**config.mk**
```make
export PLATFORM = sky130hd
export DESIGN_NAME = r2ifft_bfly
export DESIGN_NICKNAME = d
export VERILOG_FILES = /design/src/hdl/r2ifft_pkg.sv /design/src/hdl/r2ifft_bfly.sv
export SDC_FILE = /design/constraint.sdc
export NUM_CORES = 2
export LEC_CHECK = 0
export CORE_MARGIN = 2
export CORE_UTILIZATION = 40
export CTS_CLUSTER_SIZE = 40
export DETAILED_ROUTE_END_ITERATION = 6
export DONT_BUFFER_PORTS = 1
export HOLD_SLACK_MARGIN = 0.08
export PLACE_DENSITY = 0.59
export SETUP_SLACK_MARGIN = 0.2
export SLEW_MARGIN = 20
export SYNTH_ARGS = -nofsm -noshare
export SYNTH_HDL_FRONTEND = slang
export SYNTH_SLANG_ARGS = --single-unit
```
**constraint.sdc**
```tcl
create_clock -name clk -period 9.8 [get_ports clk]
set_input_delay 0.49 -clock clk [delete_from_list [all_inputs] [get_ports clk]]
set_output_delay 0.49 -clock clk [all_outputs]
set_load 0.02 [all_outputs]
```
**src/hdl/r2ifft_pkg.sv**
```systemverilog
// ----------------------------------------------------------------------------
// r2ifft_pkg: shared types and constants for the radix-2 inverse FFT core
// Payload structs, data widths and the quarter-wave cosine table.
// ----------------------------------------------------------------------------
package r2ifft_pkg;

	localparam int SampleW = 16;
	localparam int DataW   = 24;
	localparam int TwW     = 18;

	typedef struct packed {
		logic signed [SampleW-1:0] sample_re;
		logic signed [SampleW-1:0] sample_im;
	} sample_t;

	typedef struct packed {
		logic signed [DataW-1:0] result_re;
		logic signed [DataW-1:0] result_im;
		logic                    result_last;
	} result_t;

	// round(65536 * cos(m * pi / 32)), m = 0..16
	function automatic logic [16:0] quarter_cos(input logic [4:0] m);
		logic [16:0] v;
		unique case (m)
			5'd0:  v = 17'd65536;
			5'd1:  v = 17'd65220;
			5'd2:  v = 17'd64277;
			5'd3:  v = 17'd62714;
			5'd4:  v = 17'd60547;
			5'd5:  v = 17'd57798;
			5'd6:  v = 17'd54491;
			5'd7:  v = 17'd50660;
			5'd8:  v = 17'd46341;
			5'd9:  v = 17'd41576;
			5'd10: v = 17'd36410;
			5'd11: v = 17'd30893;
			5'd12: v = 17'd25080;
			5'd13: v = 17'd19024;
			5'd14: v = 17'd12785;
			5'd15: v = 17'd6424;
			default: v = 17'd0;
		endcase
		return v;
	endfunction

	// cos(m * 2pi / 64) in Q2.16
	function automatic logic signed [TwW-1:0] cos64(input logic [5:0] m);
		logic [3:0]  r;
		logic [16:0] a;
		logic [16:0] b;
		logic signed [TwW-1:0] v;
		r = m[3:0];
		a = quarter_cos({1'b0, r});
		b = quarter_cos(5'd16 - {1'b0, r});
		unique case (m[5:4])
			2'd0: v = $signed({1'b0, a});
			2'd1: v = -$signed({1'b0, b});
			2'd2: v = -$signed({1'b0, a});
			default: v = $signed({1'b0, b});
		endcase
		return v;
	endfunction

endpackage

```
**src/hdl/r2ifft_bfly.sv**
```systemverilog
// ----------------------------------------------------------------------------
// r2ifft_bfly: shared butterfly datapath
// Complex product with one real multiplier reused four times, then add.
// ----------------------------------------------------------------------------
module r2ifft_bfly (
	input  logic                                 clk,
	input  logic [2:0]                           phase,
	input  logic signed [r2ifft_pkg::DataW-1:0]  b_re,
	input  logic signed [r2ifft_pkg::DataW-1:0]  b_im,
	input  logic signed [r2ifft_pkg::TwW-1:0]    w_re,
	input  logic signed [r2ifft_pkg::TwW-1:0]    w_im,
	input  logic signed [r2ifft_pkg::DataW-1:0]  a_re,
	input  logic signed [r2ifft_pkg::DataW-1:0]  a_im,
	output logic signed [r2ifft_pkg::DataW-1:0]  y_re,
	output logic signed [r2ifft_pkg::DataW-1:0]  y_im
);

	localparam int ProdW = r2ifft_pkg::DataW + r2ifft_pkg::TwW;
	localparam int AccW  = ProdW + 1;

	logic signed [r2ifft_pkg::DataW-1:0] mx;
	logic signed [r2ifft_pkg::TwW-1:0]   my;
	logic signed [ProdW-1:0]             prod_q;
	logic signed [AccW-1:0]              acc_q;
	logic signed [AccW-1:0]              rnd;

	// phase 0: br*wr  1: bi*wi  2: br*wi  3: bi*wr (each product is registered and lands in the next cycle)
	always_comb begin
		unique case (phase[1:0])
			2'd0: begin mx = b_re; my = w_re; end
			2'd1: begin mx = b_im; my = w_im; end
			2'd2: begin mx = b_re; my = w_im; end
			default: begin mx = b_im; my = w_re; end
		endcase
	end

	assign rnd = acc_q + AccW'(32768);

	always_ff @(posedge clk) begin
		prod_q <= mx * my;
		unique case (phase)
			3'd1: acc_q <= AccW'(prod_q);
			3'd2: acc_q <= acc_q - AccW'(prod_q);
			3'd3: begin
				y_re  <= a_re + rnd[16 +: r2ifft_pkg::DataW];
				acc_q <= AccW'(prod_q);
			end
			3'd4: acc_q <= acc_q + AccW'(prod_q);
			3'd5: y_im <= a_im + rnd[16 +: r2ifft_pkg::DataW];
			default: ;
		endcase
	end

endmodule

```
# After elaboration in Yosys (flattened, before gate mapping)
# Cells that the tools add are included.
# Widths: inputs -> output; s select.
# totals
register_bits,133
latchBits,0
ramBits,0
rom_bits,0
wordCells,25
memories,0
# classes
n_addsub,5
mul,1
div_mod_pow,0
magnitude_cmp,0
n_eq_ne,7
shifts,0
muxes,3
bitwise,0
n_reduce_logical,5
# op_table
op,count
$pmux 43 s3,1
$add 24x24->24,2
$add 43x42->43,1
$sub 43x42->43,1
$mul 24x18->42,1
$add 40x17->40 const B,1
$mux 24,1
$mux 18,1
$eq 3x2->1 const B,2
$eq 3x3->1 const B,2
$reduce_or 2->1,3
$eq 3x1->1 const B,1
$reduce_bool 3->1,1
$eq 2x1->1 const B,1
$eq 2x2->1 const B,1
$logic_not 2->1,1

# Depth between registers and ports, before layout
# logic_depth
ltp_word,4
mapped_depth,31
mapped_depth_nobuf,28

# Least setup slack after synthesis
# Ideal clock, no wire load.
# synth_path
path_kind,input to register
start,input phase[0]
end,register prod_q[36]
setup_time_ps,74
arrival_time_ps,7637
required_ps,9726
setup_slack_ps,2089
stages,27
path_buffers,3
path_cell_list,inv_1 -> ha_1 -> clkbuf_1 -> buf_1 -> clkbuf_1 -> mux2i_1 -> nor2_1 -> fa_1 -> inv_1 -> fa_1 -> fa_1 -> inv_1 -> fa_1 -> fa_1 -> inv_1 -> fa_1 -> inv_1 -> ha_1 -> a21o_1 -> a21o_1 -> a21oi_1 -> o21ai_0 -> a21oi_1 -> a31oi_1 -> a221o_1 -> a221o_1 -> a31oi_1
# synth_between
elab_chain_cells,4
elab_cells_between_ends,8
cone_classes,mul: 1; eq/ne: 2; mux: 2; reduce/logical: 3
# synth_lines
element,line,source
"start, declared",r2ifft_bfly.sv:7,"input logic [2:0] phase,"
"$eq 2x2->1, or another cell as far along",r2ifft_bfly.sv:29,unique case (phase[1:0])
$reduce_or 2->1 (no source line),-,
$mux 24 / $mux 18 (equally long branches),r2ifft_bfly.sv:29,
$mul 24x18->42 *,r2ifft_bfly.sv:40,prod_q <= mx * my;
"end signal, assigned",r2ifft_bfly.sv:40,
"end, declared",r2ifft_bfly.sv:23,logic signed [ProdW-1:0] prod_q;
# Every way passes the cells marked *; elsewhere a longest branch is shown, timed or not.
# A chain may end at the register's enable or synchronous reset.

# Worst setup path after layout
# layout_path
start,input phase[1]
end,register prod_q[38]
# The elaborated chain is that of the path after synthesis.

==> impl_metrics.csv <==
group,metric,value,unit
clock_network,clk_latency,440,ps
min_path,min_path_type,"in2reg",
final_layout,area_delta_synth_final,5.99,%
synth,synth.distinct_cells,74,
worst_setup_path,ff2ff_path_depth,21,
routing,wirelength,70200,microns
global_route,grt_antenna_before_repair,2,
routing,drc,0,
status,status,"finished, final reports clean",
routing,dr.pass1.iters,5,
global_route,grt.overflow.total,0,
job,cap_violations,0,
floorplanning,die_w,253,microns
routing,wl_per_cell,19.8,microns
routing,vias,19000,
worst_setup_path,cp-end-kind,"flip-flop",
global_route,track_usage,22.6,%
global_route,grt_pass1_vias,20400,
worst_setup_path,worstPathRequired,10120,ps
placement,dp_hpwl,58600,microns
final_layout,stdcell_count,3545,
clock_network,cts_buffers,17,
synth,yosysSeqAreaShare,13.9,%
routing,final_antenna_net_count,0,
final_layout,fin_nets,3485,
worst_setup_path,crit_type,"in2reg",
synth,synth_enable_flop_cells,88,
worst_setup_path,regToRegStartpoint,"prod_q[0]$_DFF_P_",
clock_network,cts_resized,0,
worst_setup_path,arrival,8320,ps
synth,yosys_warnings,0,
final_layout,drive_above_1_share,4.97,%
sta,slew_headroom,20.1,%
synth,async_flop_share,0,%
clock_network,root_buffer,"clkbuf_16",
sta,tightestPinTransition,1170,ps
floorplanning,die_h,253,microns
sta,setup-violations-final,0,
sta,post-route-period-util,81.7,%
clock_network,htreeDepth,4,
worst_setup_path,rr_endpoint,"acc_q[39]$_DFFE_PP_",
global_route,grt_max_degree,53,
sta,clock_skew,11.0,ps
sta,rsz0062_at_grt,"false",
min_path,hold_depth,1,
clock_network,cts_setup_buffers,0,
sta,tns,0,ps
floorplanning,initial_core_util,40.3,%
worst_setup_path,start_kind,"primary input",
synth,synthCells,2773,
floorplanning,fp-row-count,91,
sta,finalCriticalPeriod,8000,ps
floorplanning,core,61400,sq um
routing,drt-vias-per-instance,5.36,
floorplanning,io-pin-count,184,
sta,holdWs,258,ps
placement,gp_congestion,0.942,
floorplanning,dieArea,63800,sq um
global_route,grt_pass1_wl,112000,microns
synth,ys.flop_type,"edfxtp_1",
synth,synth_fp_nets,3516,
min_path,worstHoldStart,"a_re[0]",
clock_network,cts_tree,"built",
synth,synth-seq-cells,128,
min_path,hold_path_end,"y_re[0]$_DFFE_PP_",
synth,avgSynthCellArea,8.92,sq um
clock_network,cts_hold_buf,0,
synth,synth_area,24700,sq um
worst_setup_path,r2r_slack,4470,ps
routing,drtIter0Drc,1170,
final_layout,num_antenna_cells,0,
sta,slew_viol_final,0,
clock_network,cts.sinks,128,
placement,numPortBuffers,0,
sta,hold_violations,0,
placement,dp_cells,3513,
sta,max_freq,0.125,GHz
worst_setup_path,crit_fanout,28,
clock_network,clockBufferDepth,2,
clock_network,clkTransAtPathRegs,60,ps
area by class of cell:
class | count | area (sq um)
Sequential cell | 128 | 3440
Fill cell | 6052 | 35200
Tap cell | 790 | 988
Multi-Input combinational cell | 2054 | 19100
Inverter | 517 | 1940
Timing Repair Buffer | 24 | 180
Clock buffer | 19 | 443
Clock inverter | 13 | 109
sequential cells by signal (all words and copies together), names as in the netlist:
| name | flops |
|---|---|
| prod_q | 40 |
| acc_q | 40 |
| y_im | 24 |
| y_re | 24 |
worst max-delay path by stage:
stage                  start                  to  slack [ps]
floorplan           phase[0]  prod_q[36]$_DFF_P_        2090
global placement    phase[1]  prod_q[38]$_DFF_P_        1340
detailed placement  phase[1]  prod_q[38]$_DFF_P_        1290
CTS                 phase[1]  prod_q[38]$_DFF_P_        1750
global route        phase[0]  prod_q[38]$_DFF_P_        1270
finish              phase[1]  prod_q[38]$_DFF_P_        1800
synth_stat cells (all sizes together) (17+ instances only):
cell type	count	share of area, %
a21o	49	1.5
a21oi	133	2.7
and2	17	0.44
clkbuf	67	1.0
dfxtp	40	3.2
edfxtp	88	11
fa	414	34
ha	193	9.8
inv	516	7.8
mux2	42	1.9
mux2i	37	1.5
nand2	367	5.6
nand3	34	0.69
nor2	266	4.0
nor2b	17	0.43
nor3	23	0.47
o21a	19	0.58
o21ai	73	1.5
xnor2	111	4.0
xor2	70	2.5
per-stage QoR:
step / setup slack (ps) / cell area (sq um) / utilization (%)
floorplan: 2090 / 24700 / -
detailed placement: 1290 / 25700 / 41.8
finish: 1800 / 26200 / 42.7
CTS: 1750 / 26200 / 42.7
global route: 1270 / 26200 / 42.7
global placement: 1340 / 25600 / 41.8
layout by cell type (no fill, tap or decap), types with 49 or more instances in the layout:
| master | Yosys | layout |
|---|---|---|
| fa_1 | 414 | 414 |
| a21oi_1 | 131 | 131 |
| nand2_1 | 367 | 367 |
| a21o_1 | 49 | 49 |
| edfxtp_1 | 88 | 88 |
| nor2_1 | 265 | 263 |
| inv_1 | 516 | 516 |
| xor2_1 | 70 | 70 |
| xnor2_1 | 110 | 110 |
| ha_1 | 193 | 192 |
| o21ai_0 | 67 | 67 |
metal layers:
metal,global-route usage (%),vias up,part of all wire [%]
met4,5.70,4,2.1
met3,4.04,97,7.7
li1,-,8749,-
met2,37.9,760,46
met1,30.1,9385,44
met5,0,-,0.033
worst max-delay path, cell delays in order:
cell      delay (ps)
inv_1             40
ha_2             920
mux2i_1          760
nor2_1           260
fa_1             770
fa_1             500
ha_1             570
inv_1            220
fa_1             520
inv_1             50
fa_1             500
inv_1             60
fa_1             540
inv_1             40
ha_1             350
a21oi_1          160
o21bai_1         110
a21o_1           170
a21oi_1          140
nor2b_1           80
or3_1            340
a21oi_1          340
o21ai_0          190
xor2_1           170
cells by family after synthesis:
| kind of cell | after synthesis | synth area share [%] |
|---|---|---|
| XOR/XNOR | 181 | 6.49 |
| adder cells (fa/ha/maj) | 607 | 43.3 |
| multiplexers | 79 | 3.41 |
| AND/OR/NAND/NOR | 804 | 14.1 |
| AO/OA/AOI/OAI | 383 | 9.87 |
| buffers and inverters | 591 | 8.97 |
| flip-flops | 128 | 13.9 |
Power is not shown: default switching activity piles up to over one toggle a cycle in this logic, so the estimate is an artifact.
